`src/rtl/core/fat32rl_pkg.sv`:
```
// Shared types and constants for the FAT32 root file loader.
// No dependencies; the RTL files refer to this package by scoped names, the dv files import it.
package fat32rl_pkg;

    localparam int SECTOR_BYTES = 512;
    localparam int BIS_W        = $clog2(SECTOR_BYTES);
    localparam int QUEUE_DEPTH  = 4;
    localparam int CFG_IDX_W    = 3;
    localparam int CFG_DATA_W   = 64;

    localparam logic [31:0] EOC_MIN  = 32'h0FFF_FFF8;
    localparam logic [31:0] FAT_MASK = 32'h0FFF_FFFF;

    localparam logic [7:0] ENTRY_END       = 8'h00;
    localparam logic [7:0] ENTRY_DELETED   = 8'hE5;
    localparam logic [7:0] ATTR_LONG_NAME  = 8'h0F;
    localparam logic [7:0] ATTR_VOLUME     = 8'h08;
    localparam logic [7:0] ATTR_SUBDIR     = 8'h10;

    // input actions
    localparam logic [1:0] ACT_START = 2'd0;
    localparam logic [1:0] ACT_BYTE  = 2'd1;
    localparam logic [1:0] ACT_FAIL  = 2'd2;

    // result kinds
    localparam logic [2:0] K_REQ      = 3'd0;
    localparam logic [2:0] K_BYTE     = 3'd1;
    localparam logic [2:0] K_FOUND    = 3'd2;
    localparam logic [2:0] K_NOTFOUND = 3'd3;
    localparam logic [2:0] K_ERR      = 3'd4;

    // configuration register indexes
    localparam logic [CFG_IDX_W-1:0] REG_TARGET_NAME  = 3'd0;
    localparam logic [CFG_IDX_W-1:0] REG_TARGET_EXT   = 3'd1;
    localparam logic [CFG_IDX_W-1:0] REG_ROOT_CLUSTER = 3'd2;
    localparam logic [CFG_IDX_W-1:0] REG_FAT_START    = 3'd3;
    localparam logic [CFG_IDX_W-1:0] REG_DATA_START   = 3'd4;
    localparam logic [CFG_IDX_W-1:0] REG_SPC          = 3'd5;
    localparam logic [CFG_IDX_W-1:0] REG_MAX_SIZE     = 3'd6;

    typedef struct packed {
        logic [1:0] action;
        logic [7:0] data_byte;
    } in_t;

    typedef struct packed {
        logic [2:0]  kind;
        logic [31:0] sector_lba;
        logic [7:0]  file_byte;
        logic [31:0] reported_size;
        logic        last;
    } out_t;

    // results produced by one transfer, handed to the result queue
    typedef struct packed {
        logic [1:0] count;
        out_t       first;
        out_t       second;
    } push_t;

endpackage

```
`src/rtl/core/fat32rl_engine.sv`:
```
// Front part: config registers, directory scan / FAT walk state machine.
// Each accepted transfer yields zero to two result records. Uses fat32rl_pkg.
module fat32rl_engine
(
    input  logic                                 clk,
    input  logic                                 rst_n,
    input  logic                                 in_fire,
    input  fat32rl_pkg::in_t                     in_data,
    input  logic                                 cfg_we,
    input  logic [fat32rl_pkg::CFG_IDX_W-1:0]    cfg_index,
    input  logic [fat32rl_pkg::CFG_DATA_W-1:0]   cfg_data,
    output fat32rl_pkg::push_t                   push
);

    typedef enum logic [4:0] {
        PH_IDLE  = 5'b00001,
        PH_DIR   = 5'b00010,
        PH_DRAIN = 5'b00100,
        PH_FILE  = 5'b01000,
        PH_FAT   = 5'b10000
    } phase_t;

    localparam logic [1:0] SRC_NONE = 2'd0;
    localparam logic [1:0] SRC_DATA = 2'd1;
    localparam logic [1:0] SRC_FAT  = 2'd2;

    localparam int BW = fat32rl_pkg::BIS_W;

    // configuration
    logic [63:0] name_reg;
    logic [23:0] ext_reg;
    logic [27:0] root_reg;
    logic [31:0] fat_start_reg;
    logic [31:0] data_start_reg;
    logic [7:0]  spc_reg;
    logic [31:0] max_reg;

    phase_t      phase_reg, phase_next;
    logic        owner_reg, owner_next;
    logic [31:0] cc_reg, cc_next;
    logic [7:0]  sic_reg, sic_next;
    logic [BW-1:0] bis_reg, bis_next;
    logic [7:0]  efb_reg, efb_next;
    logic [7:0]  attr_reg, attr_next;
    logic        ene_reg, ene_next;
    logic [31:0] fc_reg, fc_next;
    logic [31:0] fs_reg, fs_next;
    logic [31:0] br_reg, br_next;
    logic [31:0] fatw_reg, fatw_next;

    logic [1:0]  n;
    logic [2:0]  rk   [2];
    logic [7:0]  rb   [2];
    logic [31:0] rs   [2];
    logic [1:0]  rsrc [2];

    logic        do_goto, do_next, do_req, stop, skip, sector_end;
    logic [31:0] goto_cl, fsz, data_lba, fat_lba;
    logic [8:0]  s_inc;
    logic [4:0]  e;
    logic [7:0]  b, want;

    always_ff @(posedge clk or negedge rst_n)
    begin
        if (!rst_n)
        begin
            name_reg       <= '0;
            ext_reg        <= '0;
            root_reg       <= 28'd2;
            fat_start_reg  <= '0;
            data_start_reg <= '0;
            spc_reg        <= 8'd1;
            max_reg        <= '0;
        end
        else if (cfg_we)
        begin
            case (cfg_index)
                fat32rl_pkg::REG_TARGET_NAME:  name_reg       <= cfg_data;
                fat32rl_pkg::REG_TARGET_EXT:   ext_reg        <= cfg_data[23:0];
                fat32rl_pkg::REG_ROOT_CLUSTER: root_reg       <= cfg_data[27:0];
                fat32rl_pkg::REG_FAT_START:    fat_start_reg  <= cfg_data[31:0];
                fat32rl_pkg::REG_DATA_START:   data_start_reg <= cfg_data[31:0];
                fat32rl_pkg::REG_SPC:          spc_reg        <= cfg_data[7:0];
                fat32rl_pkg::REG_MAX_SIZE:     max_reg        <= cfg_data[31:0];
                default: ;
            endcase
        end
    end

    always_comb
    begin
        phase_next = phase_reg;
        owner_next = owner_reg;
        cc_next    = cc_reg;
        sic_next   = sic_reg;
        bis_next   = bis_reg;
        efb_next   = efb_reg;
        attr_next  = attr_reg;
        ene_next   = ene_reg;
        fc_next    = fc_reg;
        fs_next    = fs_reg;
        br_next    = br_reg;
        fatw_next  = fatw_reg;
        n          = 2'd0;
        for (int i = 0; i < 2; i++)
        begin
            rk[i]   = fat32rl_pkg::K_REQ;
            rb[i]   = '0;
            rs[i]   = '0;
            rsrc[i] = SRC_NONE;
        end
        do_goto    = 1'b0;
        do_next    = 1'b0;
        do_req     = 1'b0;
        stop       = 1'b0;
        skip       = 1'b0;
        goto_cl    = '0;
        fsz        = '0;
        want       = '0;
        s_inc      = {1'b0, sic_reg} + 9'd1;
        e          = bis_reg[4:0];
        b          = in_data.data_byte;
        sector_end = (bis_reg == BW'(fat32rl_pkg::SECTOR_BYTES - 1));

        case (in_data.action)
            fat32rl_pkg::ACT_START:
            begin
                owner_next = 1'b0;
                ene_next   = 1'b1;
                do_goto    = 1'b1;
                goto_cl    = {4'd0, root_reg};
            end
            fat32rl_pkg::ACT_FAIL:
            begin
                if (phase_reg == PH_FAT)
                begin
                    do_goto = 1'b1;
                    goto_cl = fat32rl_pkg::FAT_MASK;
                end
                else if (phase_reg != PH_IDLE)
                begin
                    phase_next = PH_IDLE;
                    rk[n[0]]   = fat32rl_pkg::K_ERR;
                    n          = n + 2'd1;
                end
            end
            fat32rl_pkg::ACT_BYTE:
            begin
                case (phase_reg)
                    PH_DIR:
                    begin
                        if (e == 5'd0)
                        begin
                            if (b == fat32rl_pkg::ENTRY_END)
                            begin
                                phase_next = PH_IDLE;
                                rk[n[0]]   = fat32rl_pkg::K_NOTFOUND;
                                n          = n + 2'd1;
                                stop       = 1'b1;
                            end
                            else
                            begin
                                efb_next = b;
                                ene_next = 1'b1;
                            end
                        end
                        if (!stop)
                        begin
                            if (e < 5'd8)
                            begin
                                want = name_reg[{e[2:0], 3'b000} +: 8];
                                if (b != want)
                                    ene_next = 1'b0;
                            end
                            else if (e < 5'd11)
                            begin
                                want = ext_reg[{e[1:0], 3'b000} +: 8];
                                if (b != want)
                                    ene_next = 1'b0;
                            end
                            else if (e == 5'd11)
                                attr_next = b;
                            else if (e == 5'd20)
                                fc_next[23:16] = b;
                            else if (e == 5'd21)
                                fc_next[31:24] = b;
                            else if (e == 5'd26)
                                fc_next[7:0] = b;
                            else if (e == 5'd27)
                                fc_next[15:8] = b;
                            else if (e >= 5'd28)
                                fs_next[{e[1:0], 3'b000} +: 8] = b;

                            if (e == 5'd31)
                            begin
                                skip = (efb_next == fat32rl_pkg::ENTRY_DELETED)
                                    || (attr_next == fat32rl_pkg::ATTR_LONG_NAME)
                                    || ((attr_next & fat32rl_pkg::ATTR_VOLUME) != 8'd0)
                                    || ((attr_next & fat32rl_pkg::ATTR_SUBDIR) != 8'd0)
                                    || !ene_next;
                                ene_next = 1'b1;
                                if (!skip)
                                begin
                                    stop    = 1'b1;
                                    fsz     = (fs_next > max_reg) ? max_reg : fs_next;
                                    fs_next = fsz;
                                    if (fsz == 32'd0 || fc_next >= fat32rl_pkg::EOC_MIN)
                                    begin
                                        phase_next = PH_IDLE;
                                        rk[n[0]]   = fat32rl_pkg::K_FOUND;
                                        rs[n[0]]   = fsz;
                                        n          = n + 2'd1;
                                    end
                                    else
                                    begin
                                        br_next    = fsz;
                                        owner_next = 1'b1;
                                        cc_next    = fc_next;
                                        sic_next   = '0;
                                        if (sector_end)
                                            do_req = 1'b1;
                                        else
                                            phase_next = PH_DRAIN;
                                    end
                                end
                            end
                            if (!stop && sector_end)
                                do_next = 1'b1;
                        end
                    end
                    PH_DRAIN:
                    begin
                        if (sector_end)
                            do_req = 1'b1;
                    end
                    PH_FILE:
                    begin
                        if (br_reg != 32'd0)
                        begin
                            rk[n[0]] = fat32rl_pkg::K_BYTE;
                            rb[n[0]] = b;
                            n        = n + 2'd1;
                            br_next  = br_reg - 32'd1;
                            if (br_next == 32'd0)
                            begin
                                phase_next = PH_IDLE;
                                rk[n[0]]   = fat32rl_pkg::K_FOUND;
                                rs[n[0]]   = fs_reg;
                                n          = n + 2'd1;
                            end
                        end
                        if (phase_next == PH_FILE && sector_end)
                            do_next = 1'b1;
                    end
                    PH_FAT:
                    begin
                        if (bis_reg[BW-1:2] == cc_reg[6:0])
                            fatw_next[{bis_reg[1:0], 3'b000} +: 8] =
                                fatw_reg[{bis_reg[1:0], 3'b000} +: 8] | b;
                        if (sector_end)
                        begin
                            do_goto = 1'b1;
                            goto_cl = fatw_next & fat32rl_pkg::FAT_MASK;
                        end
                    end
                    default: ;
                endcase
            end
            default: ;
        endcase

        // follow the chain
        if (do_goto)
        begin
            if (goto_cl >= fat32rl_pkg::EOC_MIN)
            begin
                phase_next = PH_IDLE;
                rk[n[0]]   = owner_next ? fat32rl_pkg::K_FOUND : fat32rl_pkg::K_NOTFOUND;
                rs[n[0]]   = owner_next ? fs_next : 32'd0;
                n          = n + 2'd1;
            end
            else
            begin
                cc_next  = goto_cl;
                sic_next = '0;
                do_req   = 1'b1;
            end
        end

        // sector used up: next sector of the cluster, else FAT lookup
        if (do_next)
        begin
            if (s_inc < {1'b0, spc_reg})
            begin
                sic_next = s_inc[7:0];
                do_req   = 1'b1;
            end
            else
            begin
                bis_next   = '0;
                fatw_next  = '0;
                phase_next = PH_FAT;
                rk[n[0]]   = fat32rl_pkg::K_REQ;
                rsrc[n[0]] = SRC_FAT;
                n          = n + 2'd1;
            end
        end

        if (do_req)
        begin
            bis_next   = '0;
            phase_next = owner_next ? PH_FILE : PH_DIR;
            rk[n[0]]   = fat32rl_pkg::K_REQ;
            rsrc[n[0]] = SRC_DATA;
            n          = n + 2'd1;
        end

        if (in_data.action == fat32rl_pkg::ACT_BYTE && phase_reg != PH_IDLE && !sector_end)
        begin
            if (phase_next != PH_IDLE && n == 2'd0)
                bis_next = bis_reg + 1'b1;
            else if (n != 2'd0 && (phase_next == PH_FILE || phase_next == PH_DIR)
                     && rk[0] == fat32rl_pkg::K_BYTE)
                bis_next = bis_reg + 1'b1;
        end
    end

    // one multiplier: sector address of the cluster being read
    assign data_lba = data_start_reg + 32'((cc_next - 32'd2) * {24'd0, spc_reg})
                      + {24'd0, sic_next};
    assign fat_lba  = fat_start_reg + {9'd0, cc_next[29:7]};

    always_comb
    begin
        push.count         = in_fire ? n : 2'd0;
        push.first.kind          = rk[0];
        push.first.file_byte     = rb[0];
        push.first.reported_size = rs[0];
        push.first.last          = (n == 2'd1);
        push.first.sector_lba    = (rsrc[0] == SRC_DATA) ? data_lba :
                                   (rsrc[0] == SRC_FAT)  ? fat_lba  : 32'd0;
        push.second.kind          = rk[1];
        push.second.file_byte     = rb[1];
        push.second.reported_size = rs[1];
        push.second.last          = 1'b1;
        push.second.sector_lba    = (rsrc[1] == SRC_DATA) ? data_lba :
                                    (rsrc[1] == SRC_FAT)  ? fat_lba  : 32'd0;
    end

    always_ff @(posedge clk or negedge rst_n)
    begin
        if (!rst_n)
        begin
            phase_reg <= PH_IDLE;
            owner_reg <= 1'b0;
            cc_reg    <= '0;
            sic_reg   <= '0;
            bis_reg   <= '0;
            efb_reg   <= '0;
            attr_reg  <= '0;
            ene_reg   <= 1'b1;
            fc_reg    <= '0;
            fs_reg    <= '0;
            br_reg    <= '0;
            fatw_reg  <= '0;
        end
        else if (in_fire)
        begin
            phase_reg <= phase_next;
            owner_reg <= owner_next;
            cc_reg    <= cc_next;
            sic_reg   <= sic_next;
            bis_reg   <= bis_next;
            efb_reg   <= efb_next;
            attr_reg  <= attr_next;
            ene_reg   <= ene_next;
            fc_reg    <= fc_next;
            fs_reg    <= fs_next;
            br_reg    <= br_next;
            fatw_reg  <= fatw_next;
        end
    end

endmodule

```
`src/rtl/core/fat32rl_queue.sv`:
```
// Back part: result queue taking up to two records per cycle, one out per transfer.
// Depends on fat32rl_pkg.
module fat32rl_queue
#(
    parameter int DEPTH = fat32rl_pkg::QUEUE_DEPTH
)
(
    input  logic                 clk,
    input  logic                 rst_n,
    input  fat32rl_pkg::push_t   push,
    output logic                 space,
    output logic                 out_valid,
    input  logic                 out_ready,
    output fat32rl_pkg::out_t    out_data
);

    localparam int PW = (DEPTH > 1) ? $clog2(DEPTH) : 1;
    localparam int CW = $clog2(DEPTH + 1);

    function automatic logic [PW-1:0] wrap_inc(input logic [PW-1:0] p);
        if (p == PW'(DEPTH - 1))
            return '0;
        return p + 1'b1;
    endfunction

    fat32rl_pkg::out_t mem_reg [DEPTH];
    logic [PW-1:0] head_reg, head_next, tail_reg, tail_next, tail_1;
    logic [CW-1:0] count_reg, count_next;
    logic          pop;

    assign out_valid = (count_reg != '0);
    assign out_data  = mem_reg[head_reg];
    assign pop       = out_valid && out_ready;
    // two free slots needed: one transfer may bring two results
    assign space     = (count_reg <= CW'(DEPTH - 2));
    assign tail_1    = wrap_inc(tail_reg);

    always_comb
    begin
        head_next  = pop ? wrap_inc(head_reg) : head_reg;
        tail_next  = (push.count == 2'd2) ? wrap_inc(tail_1) :
                     (push.count == 2'd1) ? tail_1 : tail_reg;
        count_next = count_reg + CW'(push.count) - CW'(pop);
    end

    always_ff @(posedge clk)
    begin
        if (push.count != 2'd0)
            mem_reg[tail_reg] <= push.first;
        if (push.count == 2'd2)
            mem_reg[tail_1] <= push.second;
    end

    always_ff @(posedge clk or negedge rst_n)
    begin
        if (!rst_n)
        begin
            head_reg  <= '0;
            tail_reg  <= '0;
            count_reg <= '0;
        end
        else
        begin
            head_reg  <= head_next;
            tail_reg  <= tail_next;
            count_reg <= count_next;
        end
    end

endmodule

```
`src/rtl/core/fat32_root_file_loader.sv`:
```
// FAT32 root file loader. One input transfer (start, sector byte or read failure) is taken
// per clock; the state machine settles each byte in the cycle it arrives, so sector data
// streams at one byte a cycle. Results go through a QUEUE_DEPTH-entry queue and input is
// taken while at least two entries are free, since the final file byte also brings the
// done result; with the output side always ready the rate is one transfer per cycle.
// Depends on fat32rl_pkg, fat32rl_engine and fat32rl_queue.
module fat32_root_file_loader
#(
    parameter int QUEUE_DEPTH = fat32rl_pkg::QUEUE_DEPTH
)
(
    input  logic                                 clk,
    input  logic                                 rst_n,
    input  logic                                 in_valid,
    output logic                                 in_ready,
    input  fat32rl_pkg::in_t                     in_data,
    output logic                                 out_valid,
    input  logic                                 out_ready,
    output fat32rl_pkg::out_t                    out_data,
    input  logic                                 cfg_we,
    input  logic [fat32rl_pkg::CFG_IDX_W-1:0]    cfg_index,
    input  logic [fat32rl_pkg::CFG_DATA_W-1:0]   cfg_data
);

    fat32rl_pkg::push_t push;
    logic               space;

    assign in_ready = space;

    fat32rl_engine u_engine
    (
        .clk       (clk),
        .rst_n     (rst_n),
        .in_fire   (in_valid && space),
        .in_data   (in_data),
        .cfg_we    (cfg_we),
        .cfg_index (cfg_index),
        .cfg_data  (cfg_data),
        .push      (push)
    );

    fat32rl_queue #(.DEPTH(QUEUE_DEPTH)) u_queue
    (
        .clk       (clk),
        .rst_n     (rst_n),
        .push      (push),
        .space     (space),
        .out_valid (out_valid),
        .out_ready (out_ready),
        .out_data  (out_data)
    );

endmodule

```
`config.mk`:
```
export PLATFORM = sky130hd
export DESIGN_NAME = fat32_root_file_loader
export DESIGN_NICKNAME = d
export VERILOG_FILES = /design/src/rtl/core/fat32rl_pkg.sv /design/src/rtl/core/fat32rl_engine.sv /design/src/rtl/core/fat32rl_queue.sv /design/src/rtl/core/fat32_root_file_loader.sv
export SDC_FILE = /design/constraint.sdc
export NUM_CORES = 2
export LEC_CHECK = 0
export ABC_AREA = 0
export ABC_CLOCK_PERIOD_IN_PS = 10040
export BUFFER_PORTS_ARGS = -buffer_cell sky130_fd_sc_hd__buf_4
export CORE_ASPECT_RATIO = 1.1
export CORE_MARGIN = 2
export CORE_UTILIZATION = 50
export CTS_CLUSTER_DIAMETER = 100
export DETAILED_ROUTE_END_ITERATION = 8
export GPL_TIMING_DRIVEN = 1
export PLACE_DENSITY = 0.69
export SLEW_MARGIN = 30
export SYNTH_ARGS = -nofsm -noshare
export SYNTH_HDL_FRONTEND = slang
export SYNTH_SLANG_ARGS = --single-unit
```
`constraint.sdc`:
```
create_clock -name clk -period 10.04 [get_ports clk]
set_clock_uncertainty 0.15 [all_clocks]
set_input_delay 2.008 -clock clk [delete_from_list [all_inputs] [get_ports clk]]
set_output_delay 2.008 -clock clk [all_outputs]
set_load 0.1 [all_outputs]
```
# Word-level counts from Yosys, hierarchy flattened
# Memories as Yosys holds them, arrays and structs flattened.
# Index checks and enable logic that the tools add are counted.
[word_totals]
regBits = 427
latchBits = 0
mem_bits_rw = 304
romBits = 0
input_bits = 82
output_inout_bits = 78
memories = 1
[classes]
add_sub_neg = 17
mul = 1
n_div = 0
order_cmp = 16
n_eq_ne = 46
n_shift = 6
mux = 246
n_bitwise = 17
n_reduce_logical = 47
[mem_list]
columns = ["memory", "depth", "word_bits", "read_ports", "rd_clocked_by_memory_dff", "write_ports", "line", "text"]
rows = [
  ["u_queue.mem_reg", 4, 76, 1, 0, 2, "fat32rl_queue.sv:26", "fat32rl_pkg::out_t mem_reg [DEPTH];"],
]
[ops]
columns = ["operator", "n"]
rows = [
  ["two-way mux 32 bit", 51],
  ["two-way mux 64 bit", 7],
  ["two-way mux 8 bit", 29],
  ["case mux 32 bit (2 select lines)", 2],
  ["case mux 32 bit (3 select lines)", 1],
  ["two-way mux 5 bit", 18],
  ["two-way mux 28 bit", 3],
  ["bitwise AND 64 bit", 1],
  ["bitwise mux 32 bit", 2],
  ["bitwise mux 64 bit", 1],
  ["demux 32 bit (select 1 bit)", 2],
  [">= comparator 32 x 28 -> 1 bit, second input constant", 2],
  ["zero test 32 bit", 2],
  ["variable part select 64 x 7 -> 8 bit", 1],
  ["variable part select 8 x 7 -> 32 bit", 2],
  ["two-way mux 2 bit", 28],
  ["two-way mux 6 bit", 9],
  ["two-way mux 9 bit", 6],
  ["two-way mux 1 bit", 52],
  ["adder 32 x 23 -> 32 bit", 1],
  ["adder 32 bit", 1],
  ["adder 32 x 8 -> 32 bit", 1],
  ["greater-than comparator 32 bit", 1],
  ["multiplier 32 x 8 -> 32 bit", 1],
  ["70 further kinds", 172],
]

# Depth between registers and ports, before layout
[depth]
word_depth = 43
ltp_mapped = 52
mapped_depth_nobuf = 45

# Modules after synthesis
# A second synthesis with hierarchy kept.
[hier_totals]
cells_unflattened = 4597
area_unflattened_um2 = 50096.8
[modules_own_cells]
columns = ["mod", "n_inst", "cells_each", "area_each_um2"]
rows = [
  ["fat32rl_engine", 1, 3802, 34891.0],
  ["fat32rl_queue", 1, 794, 15199.6],
  ["fat32_root_file_loader", 1, 1, 6.3],
]

# Least setup slack after synthesis
# OpenSTA, ideal clock, no wires.
[synth_path]
path_kind = "input -> register"
start = "input port in_data[7] (netlist bit)"
end = "memory u_queue.mem_reg[1][71] (netlist bit) (data pin)"
arrival_ns = 11.329
required_ns = 9.612
slack_ns = -1.718
path_stages = 45
n_path_buf = 5
path_cell_list = "clkbuf_1 clkbuf_1 clkbuf_1 nand3_1 nand2_1 ha_1 nand4_1 or4_1 a21o_1 a31oi_1 o21a_1 o211ai_2 nor2_1 buf_2 clkbuf_1 nor2_1 a211oi_1 nor2_1 [9 not listed] fa_1 ha_1 inv_1 o21ai_0 a21oi_1 o21ai_0 a21oi_1 nor2b_1 o21a_1 o41ai_1 o21ai_0 o211ai_1 a31oi_1 nand2b_1 a31oi_1 o41a_1 xnor2_1 o22ai_1"
[synth_lines]
columns = ["item", "line", "text"]
rows = [
  ["from (decl)", "fat32_root_file_loader.sv:16", "input fat32rl_pkg::in_t in_data,"],
  ["to (decl)", "fat32rl_queue.sv:26", ""],
]

==> results by group <==
Finish
  • Number of flip-flops under the largest register name: 304
  • Share of cells above drive strength 1: 27.4%
  • Commonest non-fill, non-tap cell in the layout: buf_4
  • Area Overhead vs Synth: 20.9%
  • Multi-input gate area: 0.0286 sq mm
  • Final nets: 5726
  • Reg area: 0.0193 sq mm
  • Most frequent cells in the layout: buf_4, nand2_1, dfrtp_1, edfxtp_1, nor2_1
  • FILL cells: 8158

Synthesis
  • Post-synth ARST share: 58.1%
  • Syn avg cell area: 10.3 sq um
  • Top FF cell, synth: dfrtp_1
  • Synth warn: 0
  • Post-synth EDFFs: 268
  • Synth cell types: 108
  • Syn_nets: 5201
  • Cell Area, Synth: 0.0488 sq mm
  • Synth Register Bits: 725
  • Synthesized netlist cell count: 4761
  • Sequential element share of the synthesized area: 39.6%

Die
  • Chip Height: 332 um
  • Starting Density: 50.3%
  • IO Count: 160
  • Die X: 302 um
  • Die area: 0.100 sq mm
  • Row count: 120
  • CORE AREA: 0.0970 sq mm

Worst hold path
  • Hold Path Origin: u_queue.mem_reg[3][37]
  • HP Class: flop to flop

Timing
  • Slew @ Worst Pin: 1.01 ns
  • Tmin final: 10.40 ns
  • Final worst slack: -0.360 ns
  • Final hold vios: 0
  • # setup viols final: 42
  • Relative slew slack: 31.7%
  • Fmax: 96.2 MHz
  • Unrepaired setup endpoints after global routing: true
  • Hold Slack: 0.329 ns
  • Slew Limit Fails: 0
  • Crit share post-route: 104%

Critical path
  • Endpoint type of the worst setup path: flop
  • FF-to-FF Start: u_engine.bis_reg[0]
  • CP required: 10.24 ns
  • CP max FO: 7
  • CP peak stage delay: 0.55 ns
  • CP startpoint: in_data[6]
  • WS Path Type: input pin to flop
  • CP arrival: 10.61 ns
  • Slowest cell on crit path: or4_4
  • Crit start category: input pin

Drt
  • Routed wire per std cell: 25.8 um
  • Remaining DRCs: 0
  • Antenna Nets Post-Route: 0
  • 1st-iter DRT viols: 4933
  • WL final: 171000 um
  • Vias: 41880
  • DR pass1 iterations: 6
  • Via/cell ratio: 6.31

Global routing
  • Initial antenna violation count: 10
  • Largest net degree at the start of global routing: 149
  • Vias in the first global route: 40304
  • Grt ovf: 0
  • First-pass GRT wire length: 255000 um
  • Total global-route track usage: 33.8%

Place
  • I/O Buffers: 159
  • Post-DP HPWL: 125000 um
  • Setup WS pre-CTS: -1.45 ns
  • GP Congestion: 0.984

CTS
  • Cts bufs inserted: 81
  • Skew-Pair Late Insertion Delay: 0.68 ns
  • Root Driver: clkbuf_16
  • Clk pin slew, worst setup/hold paths: 0.06 ns
  • Hold buffer count at CTS: 0
  • Clock Sinks: 725
  • Clk buf depth: 3
  • H-tree depth: 3
  • CTS tree: built

Run
  • MaxCap Viol Count: 0

Outcome
  • Failing checks: setup timing
  • Run status: finished with violations
## final timing paths
| path | end | slack [ns] | cells past startpoint |
|---|---|---|---|
| hold reg to reg | u_queue.mem_reg[3][37] | 0.33 | 1 |
| setup / recovery | u_queue.mem_reg[0][66] | -0.36 | 42 |
| max in group asynchronous | u_engine.data_start_reg[31] | 7.14 | 2 |
| min in group asynchronous | u_engine.fs_reg[12] | 1.15 | 1 |
| setup reg to reg | u_queue.mem_reg[0][66] | -0.23 | 45 |
| hold / removal | u_queue.mem_reg[3][37] | 0.33 | 1 |
## area by class of cell
type                            instances  share of cell area [%]
Multi-Input combinational cell       3487                    48.5
Inverter                              249                    1.59
Timing Repair Buffer                  742                    9.88
Antenna cell                            8                  0.0339
Clock inverter                         40                   0.744
Sequential cell                       725                    32.7
Clock buffer                          106                    3.84
Tap cell                             1281                    2.72
## cell families after synthesis
| logic type | count (synthesis) | synth area share (%) |
|---|---|---|
| and+or+nand+nor | 1429 | 14.5 |
| AOI/OAI and AO/OA | 1154 | 15.1 |
| DFF | 725 | 39.6 |
| buffers and inverters | 549 | 4.68 |
| muxes | 429 | 11.7 |
| adders and majority gates | 360 | 12.2 |
| xor gates and xnor gates | 115 | 2.19 |
## worst max-delay path, delay by kind of cell
family,cells,cell delay [ns]
xor+xnor,2,0.49
compound gates,19,3.30
buf+inv,5,0.46
fa+ha+maj,8,2.85
simple gates,7,1.22
mux,1,0.26
## layer usage
layer / vias up / global-route usage (%) / routed length, um
met2: 2197 / 50.7 / 76900
li1: 18451 / - / -
met1: 20881 / 47.9 / 70200
met4: 0 / 15.1 / 7660
met3: 351 / 6.00 / 16300
met5: - / 0 / 0
## metrics by stage
step	setup TNS [ns]	util, %	cells	area, sq um
floorplan	-27.24	-	4761	49300
global placement	-88.16	56.8	6450	55100
detailed placement	-90.78	56.8	6450	55100
CTS	-4.37	60.2	6619	58400
global route	-28.03	60.8	6630	59000
finish	-9.15	60.8	6638	59000
## synthesized netlist by cell type, types with 16 or more instances
master    number  area, sq um
nand2_1      501         1880
dfrtp_1      417        10400
edfxtp_1     268         8050
nor2_1       258          968
o21ai_0      255         1280
inv_1        248          931
clkbuf_1     238          893
mux2_2       238         2680
a21oi_1      236         1180
o22ai_1      217         1360
fa_1         193         3860
ha_1         165         2060
and2_1       142          888
nor3_1       107          536
mux2i_1      102         1020
a22o_1       100          876
mux4_2        88         1980
nand3_1       80          400
xnor2_1       80          701
a22oi_1       62          465
o211ai_1      48          360
nand4_1       42          263
nand2b_1      41          257
and3_1        36          225
dfxtp_1       36          721
a31oi_1       35          219
nor4_1        35          219
nor2b_1       34          213
xor2_1        31          272
a21o_1        23          173
o31ai_1       22          165
buf_1         20         75.1
or3_1         20          125
o21a_1        18          135
nand4b_1      17          149
nor3b_1       17          128
or2_2         16          100
## what timing repair did
item	CTS	global route
hold endpoints to repair	0	0
cloned	0	0
setup buffers	23	12
setup endpoints to repair	76	80
pin swaps	57	52
gates resized for setup	91	86
Power is left out: the tool's default activity adds up to more than one toggle a clock period on the data nets, which glitch-free logic cannot reach.
